[src/design/bpat_pkg.sv]
// bpat_pkg: shared constants, codes and types of the banked page address translator
// no dependencies
`timescale 1ns / 1ps
`default_nettype none
package bpat_pkg;

  localparam int LOGICAL_PAGE_BYTES = 16384;
  localparam int LOGICAL_PAGES      = 4;
  localparam int PHYSICAL_PAGES     = 32;
  localparam int STORE_BYTES        = 131072;

  localparam int ADDR_W   = 17;
  localparam int DATA_W   = 8;
  localparam int PAGE_W   = 5;
  localparam int SLOT_W   = 2;
  localparam int OFF_W    = 17;
  localparam int SIZE_W   = 15;
  localparam int STORE_AW = $clog2(STORE_BYTES);
  localparam int DIVD_W   = $clog2(LOGICAL_PAGE_BYTES);
  localparam int SLOT_SEL = $clog2(LOGICAL_PAGES);
  localparam int PIDX_W   = $clog2(PHYSICAL_PAGES);
  localparam int CNT_W    = $clog2(DIVD_W);

  typedef enum logic [2:0] {
    OP_READ      = 3'd0,
    OP_WRITE     = 3'd1,
    OP_RAW_READ  = 3'd2,
    OP_RAW_WRITE = 3'd3,
    OP_MAP       = 3'd4,
    OP_DEFINE    = 3'd5
  } opcode_t;

  typedef enum logic [1:0] {
    ST_OK    = 2'd0,
    ST_ZERO  = 2'd1,
    ST_RANGE = 2'd2
  } status_t;

  typedef enum logic [2:0] {
    S_IDLE,
    S_LOOKUP,
    S_DIV,
    S_MEM,
    S_RDWAIT,
    S_RESP
  } fsm_t;

  typedef struct packed {
    logic              start;
    logic [DIVD_W-1:0] dividend;
    logic [SIZE_W-1:0] divisor;
  } div_req_t;

  typedef struct packed {
    logic              done;
    logic [DIVD_W-1:0] rem;
  } div_rsp_t;

  typedef struct packed {
    logic                we;
    logic [STORE_AW-1:0] addr;
    logic [DATA_W-1:0]   wdata;
  } mem_req_t;

endpackage
`default_nettype wire

[src/design/bpat_ctrl.sv]
// bpat_ctrl: sequencer, slot map and page descriptor table
// depends on bpat_pkg; drives bpat_divider and bpat_store
`timescale 1ns / 1ps
`default_nettype none
module bpat_ctrl
  import bpat_pkg::*;
(
  input  wire logic              clk,
  input  wire logic              rst_n,
  input  wire logic              start,
  output logic                   busy,
  input  wire logic [2:0]        in_opcode,
  input  wire logic [ADDR_W-1:0] in_address,
  input  wire logic [DATA_W-1:0] in_write_data,
  input  wire logic [PAGE_W-1:0] in_page_index,
  input  wire logic              in_direct,
  input  wire logic [SLOT_W-1:0] in_map_slot,
  input  wire logic [OFF_W-1:0]  in_page_offset,
  input  wire logic [SIZE_W-1:0] in_page_size,
  output logic                   out_valid,
  output logic [DATA_W-1:0]      out_read_data,
  output logic [1:0]             out_status,
  output div_req_t               div_req,
  input  wire div_rsp_t          div_rsp,
  output mem_req_t               mem_req,
  input  wire logic [DATA_W-1:0] mem_rdata
);

  fsm_t              state_r, state_nxt;
  logic [2:0]        op_r, op_nxt;
  logic [ADDR_W-1:0] addr_r, addr_nxt;
  logic [DATA_W-1:0] wdata_r, wdata_nxt;
  logic [PAGE_W-1:0] pidx_r, pidx_nxt;
  logic              direct_r, direct_nxt;
  logic [SLOT_W-1:0] mslot_r, mslot_nxt;
  logic [OFF_W-1:0]  poff_r, poff_nxt;
  logic [SIZE_W-1:0] psize_r, psize_nxt;
  logic [OFF_W-1:0]  base_r, base_nxt;
  logic [STORE_AW-1:0] phys_r, phys_nxt;
  logic [DATA_W-1:0] rdata_r, rdata_nxt;
  status_t           status_r, status_nxt;

  logic [PAGE_W-1:0] slot_map_r [LOGICAL_PAGES];
  logic [OFF_W-1:0]  offsets_r [PHYSICAL_PAGES];
  logic [SIZE_W-1:0] sizes_r [PHYSICAL_PAGES];

  logic              map_we;
  logic              def_we;
  logic [PAGE_W-1:0] pg;
  logic              paged;
  logic [SIZE_W-1:0] pg_size;
  logic [OFF_W-1:0]  pg_off;
  logic [OFF_W:0]    def_end;

  always_ff @(posedge clk) begin
    if (!rst_n) begin
      state_r  <= S_IDLE;
      status_r <= ST_OK;
      for (int i = 0; i < LOGICAL_PAGES; i++) begin
        slot_map_r[i] <= '0;
      end
      for (int i = 0; i < PHYSICAL_PAGES; i++) begin
        offsets_r[i] <= '0;
        sizes_r[i]   <= '0;
      end
    end else begin
      state_r  <= state_nxt;
      status_r <= status_nxt;
      if (map_we) begin
        slot_map_r[mslot_r[SLOT_SEL-1:0]] <= pidx_r;
      end
      if (def_we) begin
        offsets_r[pidx_r[PIDX_W-1:0]] <= poff_r;
        sizes_r[pidx_r[PIDX_W-1:0]]   <= psize_r;
      end
    end
    op_r     <= op_nxt;
    addr_r   <= addr_nxt;
    wdata_r  <= wdata_nxt;
    pidx_r   <= pidx_nxt;
    direct_r <= direct_nxt;
    mslot_r  <= mslot_nxt;
    poff_r   <= poff_nxt;
    psize_r  <= psize_nxt;
    base_r   <= base_nxt;
    phys_r   <= phys_nxt;
    rdata_r  <= rdata_nxt;
  end

  always_comb begin
    state_nxt  = state_r;
    op_nxt     = op_r;
    addr_nxt   = addr_r;
    wdata_nxt  = wdata_r;
    pidx_nxt   = pidx_r;
    direct_nxt = direct_r;
    mslot_nxt  = mslot_r;
    poff_nxt   = poff_r;
    psize_nxt  = psize_r;
    base_nxt   = base_r;
    phys_nxt   = phys_r;
    rdata_nxt  = rdata_r;
    status_nxt = status_r;
    map_we     = 1'b0;
    def_we     = 1'b0;
    div_req    = '0;
    mem_req    = '0;
    mem_req.addr  = phys_r;
    mem_req.wdata = wdata_r;
    div_req.dividend = addr_r[DIVD_W-1:0];

    paged = 1'b0;
    pg    = pidx_r;
    if (op_r == OP_READ || op_r == OP_WRITE) begin
      paged = 1'b1;
      pg    = slot_map_r[addr_r[DIVD_W +: SLOT_SEL]];
    end else if ((op_r == OP_RAW_READ || op_r == OP_RAW_WRITE) && !direct_r) begin
      paged = 1'b1;
    end
    pg_size = sizes_r[pg[PIDX_W-1:0]];
    pg_off  = offsets_r[pg[PIDX_W-1:0]];
    div_req.divisor = pg_size;
    def_end = {1'b0, poff_r} + (OFF_W + 1)'(psize_r);

    case (state_r)
      S_IDLE: begin
        if (start) begin
          op_nxt     = in_opcode;
          addr_nxt   = in_address;
          wdata_nxt  = in_write_data;
          pidx_nxt   = in_page_index;
          direct_nxt = in_direct;
          mslot_nxt  = in_map_slot;
          poff_nxt   = in_page_offset;
          psize_nxt  = in_page_size;
          rdata_nxt  = '0;
          status_nxt = ST_OK;
          state_nxt  = S_LOOKUP;
        end
      end
      S_LOOKUP: begin
        state_nxt = S_RESP;
        if (paged) begin
          if (32'(pg) >= PHYSICAL_PAGES) begin
            status_nxt = ST_RANGE;
          end else if (pg_size == '0) begin
            status_nxt = ST_ZERO;
          end else begin
            div_req.start = 1'b1;
            base_nxt      = pg_off;
            state_nxt     = S_DIV;
          end
        end else if (op_r == OP_RAW_READ || op_r == OP_RAW_WRITE) begin
          phys_nxt  = addr_r[STORE_AW-1:0];
          state_nxt = S_MEM;
        end else if (op_r == OP_MAP) begin
          if (32'(mslot_r) >= LOGICAL_PAGES || 32'(pidx_r) >= PHYSICAL_PAGES) begin
            status_nxt = ST_RANGE;
          end else begin
            map_we = 1'b1;
          end
        end else if (op_r == OP_DEFINE) begin
          if (32'(pidx_r) >= PHYSICAL_PAGES || 32'(psize_r) > LOGICAL_PAGE_BYTES ||
              32'(def_end) > STORE_BYTES) begin
            status_nxt = ST_RANGE;
          end else if (psize_r == '0) begin
            status_nxt = ST_ZERO;
          end else begin
            def_we = 1'b1;
          end
        end
      end
      S_DIV: begin
        if (div_rsp.done) begin
          phys_nxt  = STORE_AW'(base_r + OFF_W'(div_rsp.rem));
          state_nxt = S_MEM;
        end
      end
      S_MEM: begin
        if (op_r == OP_WRITE || op_r == OP_RAW_WRITE) begin
          mem_req.we = 1'b1;
          state_nxt  = S_RESP;
        end else begin
          state_nxt = S_RDWAIT;
        end
      end
      S_RDWAIT: begin
        rdata_nxt = mem_rdata;
        state_nxt = S_RESP;
      end
      S_RESP: begin
        state_nxt = S_IDLE;
      end
      default: begin
        state_nxt = S_IDLE;
      end
    endcase
  end

  assign busy          = (state_r != S_IDLE);
  assign out_valid     = (state_r == S_RESP);
  assign out_read_data = rdata_r;
  assign out_status    = status_r;

endmodule
`default_nettype wire

[config.mk]
export PLATFORM = sky130hd
export DESIGN_NAME = bpat_ctrl
export DESIGN_NICKNAME = d
export VERILOG_FILES = /design/src/design/bpat_pkg.sv /design/src/design/bpat_ctrl.sv
export SDC_FILE = /design/constraint.sdc
export NUM_CORES = 2
export LEC_CHECK = 0
export CORE_MARGIN = 8
export CORE_UTILIZATION = 50
export CTS_BUF_LIST = sky130_fd_sc_hd__clkbuf_16
export DETAILED_ROUTE_END_ITERATION = 12
export DONT_BUFFER_PORTS = 1
export GPL_TIMING_DRIVEN = 0
export SLEW_MARGIN = 20
export SYNTH_ARGS = -nofsm -noshare
export SYNTH_HDL_FRONTEND = slang
export SYNTH_SLANG_ARGS = --single-unit
[constraint.sdc]
create_clock -name clk -period 8.3 [get_ports clk]
set_input_delay 0.415 -clock clk [delete_from_list [all_inputs] [get_ports clk]]
set_output_delay 0.415 -clock clk [all_outputs]
set_load 0.01 [all_outputs]
==> run summary <==
Status: finished clean
Largest net degree at the start of global routing: 43
Fin crit period: 7.92 ns
Tot Pwr: 20500 µW
GRT Total Usage: 34.0%
Slowest CP cell: clkbuf_1
Ys flop type: edfxtp_1
I/O pins: 162
Post-synthesis sequential area ratio: 63.5%
Vias/cell: 6.33
Synth top area share: 63.3%
Worst vdd ir: 203 µV
Max cap viols: 0
CP max stage delay: 0.90 ns
Synthesized cell area: 54800 µm²
Commonest non-fill, non-tap cell in the layout: edfxtp_1
Root Driver: clkbuf_16
TritonCTS Buffers: 131
Fin area: 63300 µm²
Max Clk Rate: 126 MHz
Max Root-Sink Buffers: 3
Residual DRC count: 0
Antenna violations before repair: 21
Worst-margin pin slew: 1.31 ns
Fin nets: 5039
EDFF count, synth: 1154
DIE WIDTH: 347 µm
Setup CP Type: reg2out
Core box area: 109000 µm²
Setup TNS: 0 ns
Syn_nets: 4764
Largest area contributor in the synthesized netlist: edfxtp_1
M2 GR Usage: 53.7%
DR WL/cell: 32.8 µm
DP Wirelength: 150 mm
Port Buffers: 0
First-pass GRT wire length: 292 mm
Cell chain of the critical path: clkbuf_1 -> nand2_1 -> o21ai_0 -> clkbuf_1 -> nand2_1 -> o22ai_1 -> nor4_2 -> nor4_1 -> nand4b_2 -> o21ai_1 -> inv_1
Fillers: 8960
Initial drt markers: 5776
Power Density: 323 nW/µm²
Final setup fails: 0
Die Ht: 347 µm
Worst Setup End Kind: output port
Final WL: 211 mm
CP bufs+invs: 3
# H-tree levels: 4
First-pass detailed-route iteration total: 6
Layout cells sized above 1: 8.74%
Most frequent cells in the layout: 1154 x edfxtp_1, 987 x and2_1, 799 x nand2_1
RSZ-0062 raised after global routing: false
Worst Path Arrival: 7.51 ns
Cell family with most CP delay: simple AND/OR/NAND/NOR gates
Clk_skew: 0.0395 ns
Clock latency on the worst-skew pair: 0.77 ns
Fin. Hold Viols: 0
Via count: 40700
Overflow after GRT: 0
Syn Area/Cell: 11.8 µm²
Via count of the first global-routing pass: 39000
Max_slew headroom: 10.2%
Worst endpoint required time: 7.89 ns
Area Growth Syn to Fin: 15.6%
Die ar.: 120000 µm²
Placer congestion estimate: 0.949
Placed cell area: 58500 µm²
Final max-slew violation count: 0
P_leak: 0.0236 µW
Period utilisation layout: 95.5%
Clk slew on worst S/H paths: 0.06 ns
Busiest grt layer: met2
Antenna-violating nets left: 0
Placed cell count: 6116
Clock sinks: 1161
Synth area leaders: edfxtp_1 63%, and2_1 11%, nand2_1 5.5%
Count of cell types in the netlist: 75
Asr flop ratio synth: 0%
Ys Warns: 0
Critical-path maximum fanout: 18
Met1 Usage GRT: 43.0%
M3 GR Usage: 7.78%
Cells after Synth: 4639
Worst Hold Class: in2reg
Startpoint types: register
CTS tree: yes
Row cnt: 121
Fin cells: 6428
Hold_ws: 0.0436 ns
Yosys reg bits: 1161
Initial core utilization: 50.4%
-- kinds of logic (layout without fill, tap and decap cells) --
logic type	after synthesis	after routing	share of synthesized area [%]
flops	1161	1161	63.5
buf+inv	470	842	3.71
xor+xnor	18	18	0.288
mux	152	152	3.19
other cells	0	3	0
fa+ha+maj	31	31	0.736
compound gates	525	525	6.75
simple gates	2282	2282	21.8
-- where the power goes --
part           switching (µW)  internal (µW)
Combinational            5590           2000
Clock                    2410           3130
Sequential                460           6900
-- timing repair --
action | CTS | global route
hold buffers | 79 | 0
hold endpoints to repair | 86 | 0
gates resized for setup | 0 | 0
setup buffers | 0 | 0
-- cell usage after synthesis, types with 12 or more instances --
library cell	n
clkbuf_1	293
buf_4	26
ha_1	29
nor4_1	19
a32oi_1	24
a31oi_1	40
a311oi_1	122
or4_1	12
nand3_1	123
and3_1	115
a21oi_1	106
buf_2	85
a211oi_1	25
buf_1	17
nand2_1	799
inv_1	42
o21ai_0	72
edfxtp_1	1154
and2_1	987
o22ai_1	25
mux2i_1	129
nor3_1	94
nor2_1	71
o31ai_1	25
-- stage by stage --
| step | utilization, % | setup slack (ns) |
|---|---|---|
| 6_report | 58.3 | 0.377 |
| 4_1_cts | 58.2 | 0.634 |
| 3_5_place_dp | 53.8 | 1.46 |
| 5_1_grt | 58.2 | 0.359 |
| 3_3_place_gp | 52.0 | -2.73 |
| 2_1_floorplan | - | 2.05 |
-- final timing paths --
| path | from | endpoint | slack [ns] | depth (start not counted) |
|---|---|---|---|---|
| max | pidx_r[4]$_DFFE_PP_ | div_req[29] | 0.38 | 11 |
| min | div_rsp[14] | state_r[0]$_SDFFE_PN0P_ | 0.04 | 4 |
| max reg2reg | pidx_r[4]$_DFFE_PP_ | base_r[10]$_DFFE_PP_ | 1.14 | 11 |
| min reg2reg | addr_r[16]$_DFFE_PP_ | phys_r[16]$_DFFE_PP_ | 0.54 | 2 |
-- metal layers --
layer,share of wire [%],routed length (µm)
met1,36,76600
met2,45,95600
met3,11,23500
met4,7.0,14800
met5,0.034,72
-- worst min-delay path, delay by kind of cell --
kind	cells	cell delay [ns]
AOI/OAI and AO/OA	3	0.27
and+or+nand+nor	1	0.08
-- area by class of cell --
type / instances / area (µm²) / share of cell area, %
timing repair buffer: 142 / 2370 / 3.75
multi-input combinational: 3008 / 18400 / 29.0
antenna: 3 / 7.51 / 0.0119
clock buffer: 139 / 3480 / 5.49
tap: 1414 / 1770 / 2.79
sequential: 1161 / 34800 / 54.9
buffer: 428 / 1890 / 2.98
clock inverter: 91 / 502 / 0.792
inverter: 42 / 160 / 0.253
-- flip-flops by register name, indices dropped and copies added (netlist names), named ones only --
signal / count
pidx_r: 5
poff_r: 17
addr_r: 17
slot_map_r: 20
wdata_r: 8
phys_r: 17
out_read_data: 8
out_status: 2
base_r: 17
op_r: 3
direct_r: 1
state_r: 3
sizes_r: 480
mslot_r: 2
psize_r: 15
offsets_r: 544
(Power assumes the default switching activity.)
