--- config.mk ---
export PLATFORM = sky130hd
export DESIGN_NAME = bpat_divider
export DESIGN_NICKNAME = d
export VERILOG_FILES = /design/src/design/bpat_pkg.sv /design/src/design/bpat_divider.sv
export SDC_FILE = /design/constraint.sdc
export NUM_CORES = 1
export LEC_CHECK = 0
export BUFFER_PORTS_ARGS = -buffer_cell sky130_fd_sc_hd__buf_2
export CORE_MARGIN = 2
export CORE_UTILIZATION = 59
export CTS_BUF_LIST = sky130_fd_sc_hd__clkbuf_4 sky130_fd_sc_hd__clkbuf_8
export DETAILED_ROUTE_END_ITERATION = 7
export PLACE_DENSITY = 0.86
export SLEW_MARGIN = 20
export SYNTH_ARGS = -nofsm -noshare
export SYNTH_HDL_FRONTEND = slang
export SYNTH_SLANG_ARGS = --single-unit
--- constraint.sdc ---
create_clock -name clk -period 2.5 [get_ports clk]
set_input_delay 0.375 -clock clk [delete_from_list [all_inputs] [get_ports clk]]
set_output_delay 0.375 -clock clk [all_outputs]
set_load 0.1 [all_outputs]
--- src/design/bpat_pkg.sv ---
// bpat_pkg: shared constants, codes and types of the banked page address translator
// no dependencies
`timescale 1ns / 1ps
`default_nettype none
package bpat_pkg;

  localparam int LOGICAL_PAGE_BYTES = 16384;
  localparam int LOGICAL_PAGES      = 4;
  localparam int PHYSICAL_PAGES     = 32;
  localparam int STORE_BYTES        = 131072;

  localparam int ADDR_W   = 17;
  localparam int DATA_W   = 8;
  localparam int PAGE_W   = 5;
  localparam int SLOT_W   = 2;
  localparam int OFF_W    = 17;
  localparam int SIZE_W   = 15;
  localparam int STORE_AW = $clog2(STORE_BYTES);
  localparam int DIVD_W   = $clog2(LOGICAL_PAGE_BYTES);
  localparam int SLOT_SEL = $clog2(LOGICAL_PAGES);
  localparam int PIDX_W   = $clog2(PHYSICAL_PAGES);
  localparam int CNT_W    = $clog2(DIVD_W);

  typedef enum logic [2:0] {
    OP_READ      = 3'd0,
    OP_WRITE     = 3'd1,
    OP_RAW_READ  = 3'd2,
    OP_RAW_WRITE = 3'd3,
    OP_MAP       = 3'd4,
    OP_DEFINE    = 3'd5
  } opcode_t;

  typedef enum logic [1:0] {
    ST_OK    = 2'd0,
    ST_ZERO  = 2'd1,
    ST_RANGE = 2'd2
  } status_t;

  typedef enum logic [2:0] {
    S_IDLE,
    S_LOOKUP,
    S_DIV,
    S_MEM,
    S_RDWAIT,
    S_RESP
  } fsm_t;

  typedef struct packed {
    logic              start;
    logic [DIVD_W-1:0] dividend;
    logic [SIZE_W-1:0] divisor;
  } div_req_t;

  typedef struct packed {
    logic              done;
    logic [DIVD_W-1:0] rem;
  } div_rsp_t;

  typedef struct packed {
    logic                we;
    logic [STORE_AW-1:0] addr;
    logic [DATA_W-1:0]   wdata;
  } mem_req_t;

endpackage
`default_nettype wire

--- src/design/bpat_divider.sv ---
// bpat_divider: restoring remainder unit, one dividend bit per cycle
// depends on bpat_pkg
`timescale 1ns / 1ps
`default_nettype none
module bpat_divider
  import bpat_pkg::*;
(
  input  wire logic     clk,
  input  wire logic     rst_n,
  input  wire div_req_t req,
  output div_rsp_t      rsp
);

  logic              busy_r, busy_nxt;
  logic              done_r, done_nxt;
  logic [CNT_W-1:0]  cnt_r, cnt_nxt;
  logic [SIZE_W-1:0] rem_r, rem_nxt;
  logic [DIVD_W-1:0] dvd_r, dvd_nxt;
  logic [SIZE_W-1:0] dsr_r, dsr_nxt;
  logic [SIZE_W:0]   trial;
  logic [SIZE_W:0]   diff;

  always_ff @(posedge clk) begin
    if (!rst_n) begin
      busy_r <= 1'b0;
      done_r <= 1'b0;
      cnt_r  <= '0;
    end else begin
      busy_r <= busy_nxt;
      done_r <= done_nxt;
      cnt_r  <= cnt_nxt;
    end
    rem_r <= rem_nxt;
    dvd_r <= dvd_nxt;
    dsr_r <= dsr_nxt;
  end

  always_comb begin
    trial    = {rem_r, dvd_r[DIVD_W-1]};
    diff     = trial - {1'b0, dsr_r};
    busy_nxt = busy_r;
    done_nxt = 1'b0;
    cnt_nxt  = cnt_r;
    rem_nxt  = rem_r;
    dvd_nxt  = dvd_r;
    dsr_nxt  = dsr_r;
    if (req.start) begin
      busy_nxt = 1'b1;
      cnt_nxt  = CNT_W'(DIVD_W - 1);
      rem_nxt  = '0;
      dvd_nxt  = req.dividend;
      dsr_nxt  = req.divisor;
    end else if (busy_r) begin
      rem_nxt = (trial >= {1'b0, dsr_r}) ? diff[SIZE_W-1:0] : trial[SIZE_W-1:0];
      dvd_nxt = {dvd_r[DIVD_W-2:0], 1'b0};
      cnt_nxt = cnt_r - 1'b1;
      if (cnt_r == '0) begin
        busy_nxt = 1'b0;
        done_nxt = 1'b1;
      end
    end
  end

  assign rsp.done = done_r;
  assign rsp.rem  = rem_r[DIVD_W-1:0];

endmodule
`default_nettype wire

==> run metrics, run 1 <==
Post-synth EDFFs 29; largest net degree at the start of global routing 31; sequential share of power 49.6%; #FFs+latches synth 50; initial antenna violation count 0; worst reg-to-reg setup slack 0.08 ns; Clock transition at path regs 0.10 ns; cell area power density 581.8 nW/um2; fin worst setup slack 0.07895 ns; clock share of power 24.7%; hold endpoint dsr_r[1]; Avg Cell Area, Syn 9.968 um2; sequential share of the synthesized area 43.47%; vias in the first global route 2214; crit path DAT 2.65 ns; area grow syn2layout 13.31%; vias per inst 5.914; worst-path fanout max 7; grt ovf 0; Tcrit/Tclk final 96.84%; Die Ht 74.96 um; root buf cell clkbuf_8; FF-to-FF Start dvd_r[13]; dpl ws -0.03689 ns; Die X 74.96 um; layout cells sized above 1 27.35%; Slew Viols, Final 0; Worst Tran Pin Value 0.6943 ns; Tot Pwr 1.958 mW; status complete, no violations; Detailed Place HPWL 4418 um; most common cell after layout, fill and taps aside buf_2; drt first pass iters 5; routability cong. 0.9832; Post-DRT Antenna Nets 0; Core Region 4786 um2; CP Class register to register; Switching Fraction 32.31%; Worst-Skew Late Latency 0.31 ns; max-cap viol count 0; Hold Crit Class input pin to register; CTS Hold Buffers Added 0; Crit-path slowest cell or4_1; CTS max path bufs 2; warnings from Yosys 0; Initial Util 62.07%; fmax 413.0 MHz; Die ar. 5618 um2; Worst R2R Path Depth 9; post-synth cell types 55; final wirelength 6296 um; VDD IR max 448.2 uV; Hold Crit Start req[1]; Worst path max stage delay 0.53 ns; Mapped Area 2970 um2; first-pass GRT wire length 10090 um; most frequent cells in the layout buf_2 (46), edfxtp_1 (29), nor2_1 (26); CP Launch Type register; DRC 0; CTS buffer count 5; Placed Area 3192 um2; Comb power frac 25.6%; internal power 1.326 mW; Psw 0.6328 mW; # diodes 0; final net count 389; I/O pins 47; Synth Flop Type edfxtp_1; H-tree depth 2; Top delay family on crit path compound AO/OA/AOI/OAI gates; row cnt 25; hold depth 1; final core occ 70.33%; Clock Skew 0.01218 ns; worst path cell trace inv_1 -> ha_2 -> fa_2 -> nor2b_2 -> o31ai_4 -> a21oi_4 -> o2111a_2 -> or4_1 -> o211ai_1; Via Count 2407; cell area after layout 3366 um2; Slew HR 53.54%; Post-synth ARST share 0%; final hold vios 0; Static Leak 1.446 nW; Buffers on Ports 46; Worst R2R End rem_r[10]; critical path buffer and inverter count 1; Worst Path Required 2.73 ns; clock sink count 50; post-synthesis instance total 298; CP endpoint kind register; GRT Overall Usage 23.36%; number of DRC markers in iteration 0 207; syn nets 348; Final Setup Violations 0; Tmin final 2.421 ns; CTS tree done; routed len/inst 15.47 um
==> metal layers <==
layer,up-vias,routed length [um],GRT usage (%)
met5,-,0,0
met4,0,176,8.730
met3,19,369,5.221
met2,95,3018,37.23
met1,1134,2731,31.34
li1,1159,-,-
==> per-stage QoR <==
step           hold slack, ns  setup TNS, ns  instances
2_1_floorplan          0.4417              0        298
3_3_place_gp           0.4751              0        394
3_5_place_dp           0.4758       -0.04221        394
4_1_cts                0.2340              0        403
5_1_grt                0.2198       -0.07343        407
6_report               0.2292              0        407
==> how the worst max path moves through the flow <==
stage              start         to  cells after the start
4_1_cts        dvd_r[13]  rem_r[10]                      9
3_3_place_gp   dvd_r[13]   rem_r[1]                      9
2_1_floorplan  dvd_r[13]   rem_r[0]                     10
5_1_grt         dsr_r[8]   rem_r[9]                      8
6_report       dvd_r[13]  rem_r[10]                      9
3_5_place_dp   dvd_r[13]   rem_r[4]                      9
==> power groups by stage <==
stage / sequential [mW] / clock, mW / combinational, mW
floorplan: 0.980 / 0 / 0.382
CTS: 0.972 / 0.486 / 0.475
global placement: 0.989 / 0 / 0.461
global route: 0.980 / 0.516 / 0.546
detailed placement: 0.991 / 0 / 0.469
finish: 0.972 / 0.484 / 0.502
==> cells in the mapped netlist, drive strengths merged (7+ instances only) <==
cell type | instances | share of area (%)
edfxtp | 29 | 29
nor2 | 26 | 3.3
inv | 23 | 2.9
dfxtp | 21 | 14
nand2 | 21 | 2.7
buf | 19 | 4.5
ha | 17 | 7.2
a21oi | 14 | 3.0
mux2 | 13 | 4.9
nand3 | 12 | 2.0
o21ai | 12 | 2.0
a21o | 7 | 1.8
clkbuf | 7 | 0.93
xor2 | 7 | 2.1
==> logic make-up after synthesis <==
group | count (synthesis) | synth area share, %
mux | 13 | 4.928
fa+ha+maj | 18 | 7.835
xor+xnor | 12 | 3.538
buf+inv | 49 | 8.298
flops | 50 | 43.47
simple gates | 88 | 14.45
compound gates | 68 | 17.48
==> flip-flops by register name, summed over array words and instances, names as in the netlist <==
register,cells
busy_r,1
cnt_r,4
done_r,1
dsr_r,15
dvd_r,14
rem_r,15
==> area by class of cell <==
class,count,area (um2)
clock buffer,5,68.82
clock inverter,3,20.02
fill,347,1420
inverter,23,86.33
multi-input combinational,200,1475
sequential,50,1291
tap,67,83.83
timing repair buffer,59,340.3
==> worst reg2reg max path, stage by stage, from the launching register on <==
cell and delay, ns:
edfxtp_1 0.37, inv_1 0.09, ha_2 0.20, fa_2 0.22
nor2b_2 0.06, o31ai_4 0.29, a21oi_4 0.13, o2111a_2 0.33
or4_1 0.53, o211ai_1 0.11
==> what timing repair did <==
item                                    4_1_cts  5_1_grt
resized for setup                             0       10
cloned                                        1        0
pin swaps                                     1        3
setup buffers                                 0        4
endpoints found under the setup margin        9       14
No activity file was read; power rests on OpenSTA's default activity.
==> run 2: changes to the inputs <==
- ABC_AREA: not set -> 1
- GPL_ROUTABILITY_DRIVEN: not set -> 0
- PLACE_DENSITY: 0.86 -> 0.85
- SKIP_CTS_REPAIR_TIMING: not set -> 1
==> run 2 against run 1 <==
Compared with the run above: synthesized cell count grew 46%; clock skew down 0.0074 ns; power decreased by 14%; fmax grew 4.7%; routed wire length increased by 7.4%; die area is 7.4% higher; clock-buffer cell count unchanged.
==> run metrics, run 2 <==
Worst Tran Pin Value 1.029 ns; Static Leak 1.926 nW; worst-path fanout max 16; Tmin final 2.311 ns; RSZ-0062 raised after global routing false; root buf cell clkbuf_8; Post-synth ARST share 0%; sequential share of power 56.4%; Die ar. 6034 um2; post-route setup TNS 0 ns; largest net degree at the start of global routing 25; Buffers on Ports 46; Core Region 5172 um2; status complete, no violations; internal power 1.216 mW; final hold vios 0; Worst Path Required 2.66 ns; multi-input logic area 1450 um2; post-synthesis instance total 435; crit path DAT 2.47 ns; CP Class register to register; critical path buffer and inverter count 2; Mapped Area 3203 um2; crit path launch dvd_r[13]; Slew Viols, Final 0; Placed Area 3371 um2; CTS tree done; worst path cell trace inv_1 -> ha_1 -> fa_1 -> inv_1 -> nand2_1 -> nand2_1 -> nand3_1 -> nand3_1 -> nand2_4 -> nand2_4 -> nand2_1 -> nand3_1 -> o21ai_0; Avg Cell Area, Syn 7.363 um2; Post-DRT Antenna Nets 0; Synth Flop Type edfxtp_1; Hold Crit Class input pin to register; warnings from Yosys 0; Tcrit/Tclk final 92.46%; Largest regs dsr_r x15, rem_r x15, dvd_r x14; routed len/inst 12.57 um; row cnt 26; max-cap viol count 0; Final Setup Violations 0; Hold Crit Start req[5]; Psw 0.4670 mW; clock sink count 50; Synth area leader edfxtp_1; VDD IR max 473.3 uV; fill count 417; Initial Util 61.93%; CTS max path bufs 2; syn nets 485; Clock Skew 0.004800 ns; FF-to-FF Start dvd_r[13]; number of DRC markers in iteration 0 303; I/O pins 47; Slew HR 31.16%; GRT Overall Usage 23.70%; Worst path max stage delay 0.40 ns; cell area after layout 3461 um2; top cell type's share of synthesized area 27.19%; CTS buffer count 5; drt first pass iters 5; sequential share of the synthesized area 40.31%; # diodes 0; Worst-Skew Late Latency 0.30 ns; Crit-path slowest cell fa_1; CP endpoint kind register; Via Count 2817; Post-synth EDFFs 29; Register Area 1291 um2; area grow syn2layout 8.047%; final wirelength 6760 um; post-synth cell types 32; Clock transition at path regs 0.09 ns; DRC 0; most common cell after layout, fill and taps aside nand2_1; Detailed Place HPWL 5110 um; Switching Fraction 27.74%; cell with the most instances after synthesis nand2_1; Synth area leaders edfxtp_1 (27%), nand2_1 (19%), dfxtp_1 (13%), inv_1 (9.1%), ha_1 (6.6%); final net count 517; cell area power density 486.4 nW/um2; Top delay family on crit path simple AND/OR/NAND/NOR gates; layout cells sized above 1 14.74%; H-tree depth 2; first-pass GRT wire length 11620 um; #FFs+latches synth 50; grt ovf 0; most frequent cells in the layout nand2_1 (159), inv_1 (78), buf_2 (46); Commonest cells post-synth nand2_1 (159), inv_1 (78), nand3_1 (42), edfxtp_1 (29), dfxtp_1 (21); Comb power frac 15.7%; vias per inst 5.236; CP Launch Type register; vias in the first global route 2738; fmax 432.6 MHz; clock share of power 27.9%; initial antenna violation count 0; Die Ht 77.68 um; Die X 77.68 um
-- run 2: cell types whose count changed after synthesis, moves of 5 or more --
| cell | delta |
|---|---|
| a21oi_1 | -5 |
| a311oi_1 | -6 |
| inv_1 | +55 |
| nand2_1 | +138 |
| nor2_1 | -9 |
| a21o_1 | -7 |
| nand3b_1 | +5 |
| nand3_1 | +30 |
| mux2_2 | -13 |
-- run 2: kinds of logic (layout without fill, tap and decap cells) --
kind of cell    count (synthesis)  in the layout  synth area share (%)
compound gates                 18             18                 3.399
xor+xnor                        6              6                 1.641
flops                          50             50                 40.31
simple gates                  241            241                 32.97
buf+inv                       102            135                 14.41
fa+ha+maj                      18             18                 7.266
-- run 2: metal layers --
layer	global-route usage, %	part of all wire, %
met2	39.48	48
met3	4.884	7.1
met4	10.54	2.7
met1	29.65	42
met5	0	0
-- run 2: power by group through the flow --
stage               combinational, mW  sequential [mW]  clock [mW]
finish                          0.264            0.949       0.471
global route                    0.295            0.956       0.514
CTS                             0.261            0.950       0.483
detailed placement              0.259            0.968           0
global placement                0.250            0.966           0
floorplan                       0.185            0.963           0
-- run 2: per-stage QoR --
stage                     util [%]  worst slack (ns)  instances  power, mW  hold WS [ns]
after floorplan                  -            0.5898        435      1.148        0.4570
after global placement       65.17            0.4210        530      1.216        0.4684
after detailed placement     65.17            0.2446        530      1.227        0.4768
after CTS                    66.91            0.2287        538      1.694        0.2307
after global routing         66.91           0.05900        538      1.765        0.2249
final                        66.91            0.1886        538      1.683        0.2373
-- run 2: final timing paths --
path | end | slack (ns) | cells after the start
setup / recovery | rem_r[2] | 0.19 | 13
hold / removal | dsr_r[5] | 0.24 | 1
setup reg to reg | rem_r[2] | 0.19 | 13
hold reg to reg | rem_r[7] | 0.50 | 2
-- run 2: layout make-up --
type                            instances  share of cell area, %
Timing Repair Buffer                   48                  7.086
Multi-Input combinational cell        283                  41.90
Clock buffer                            5                  1.988
Inverter                               79                  8.568
Tap cell                               70                  2.531
Clock inverter                          3                 0.6146
Sequential cell                        50                  37.31
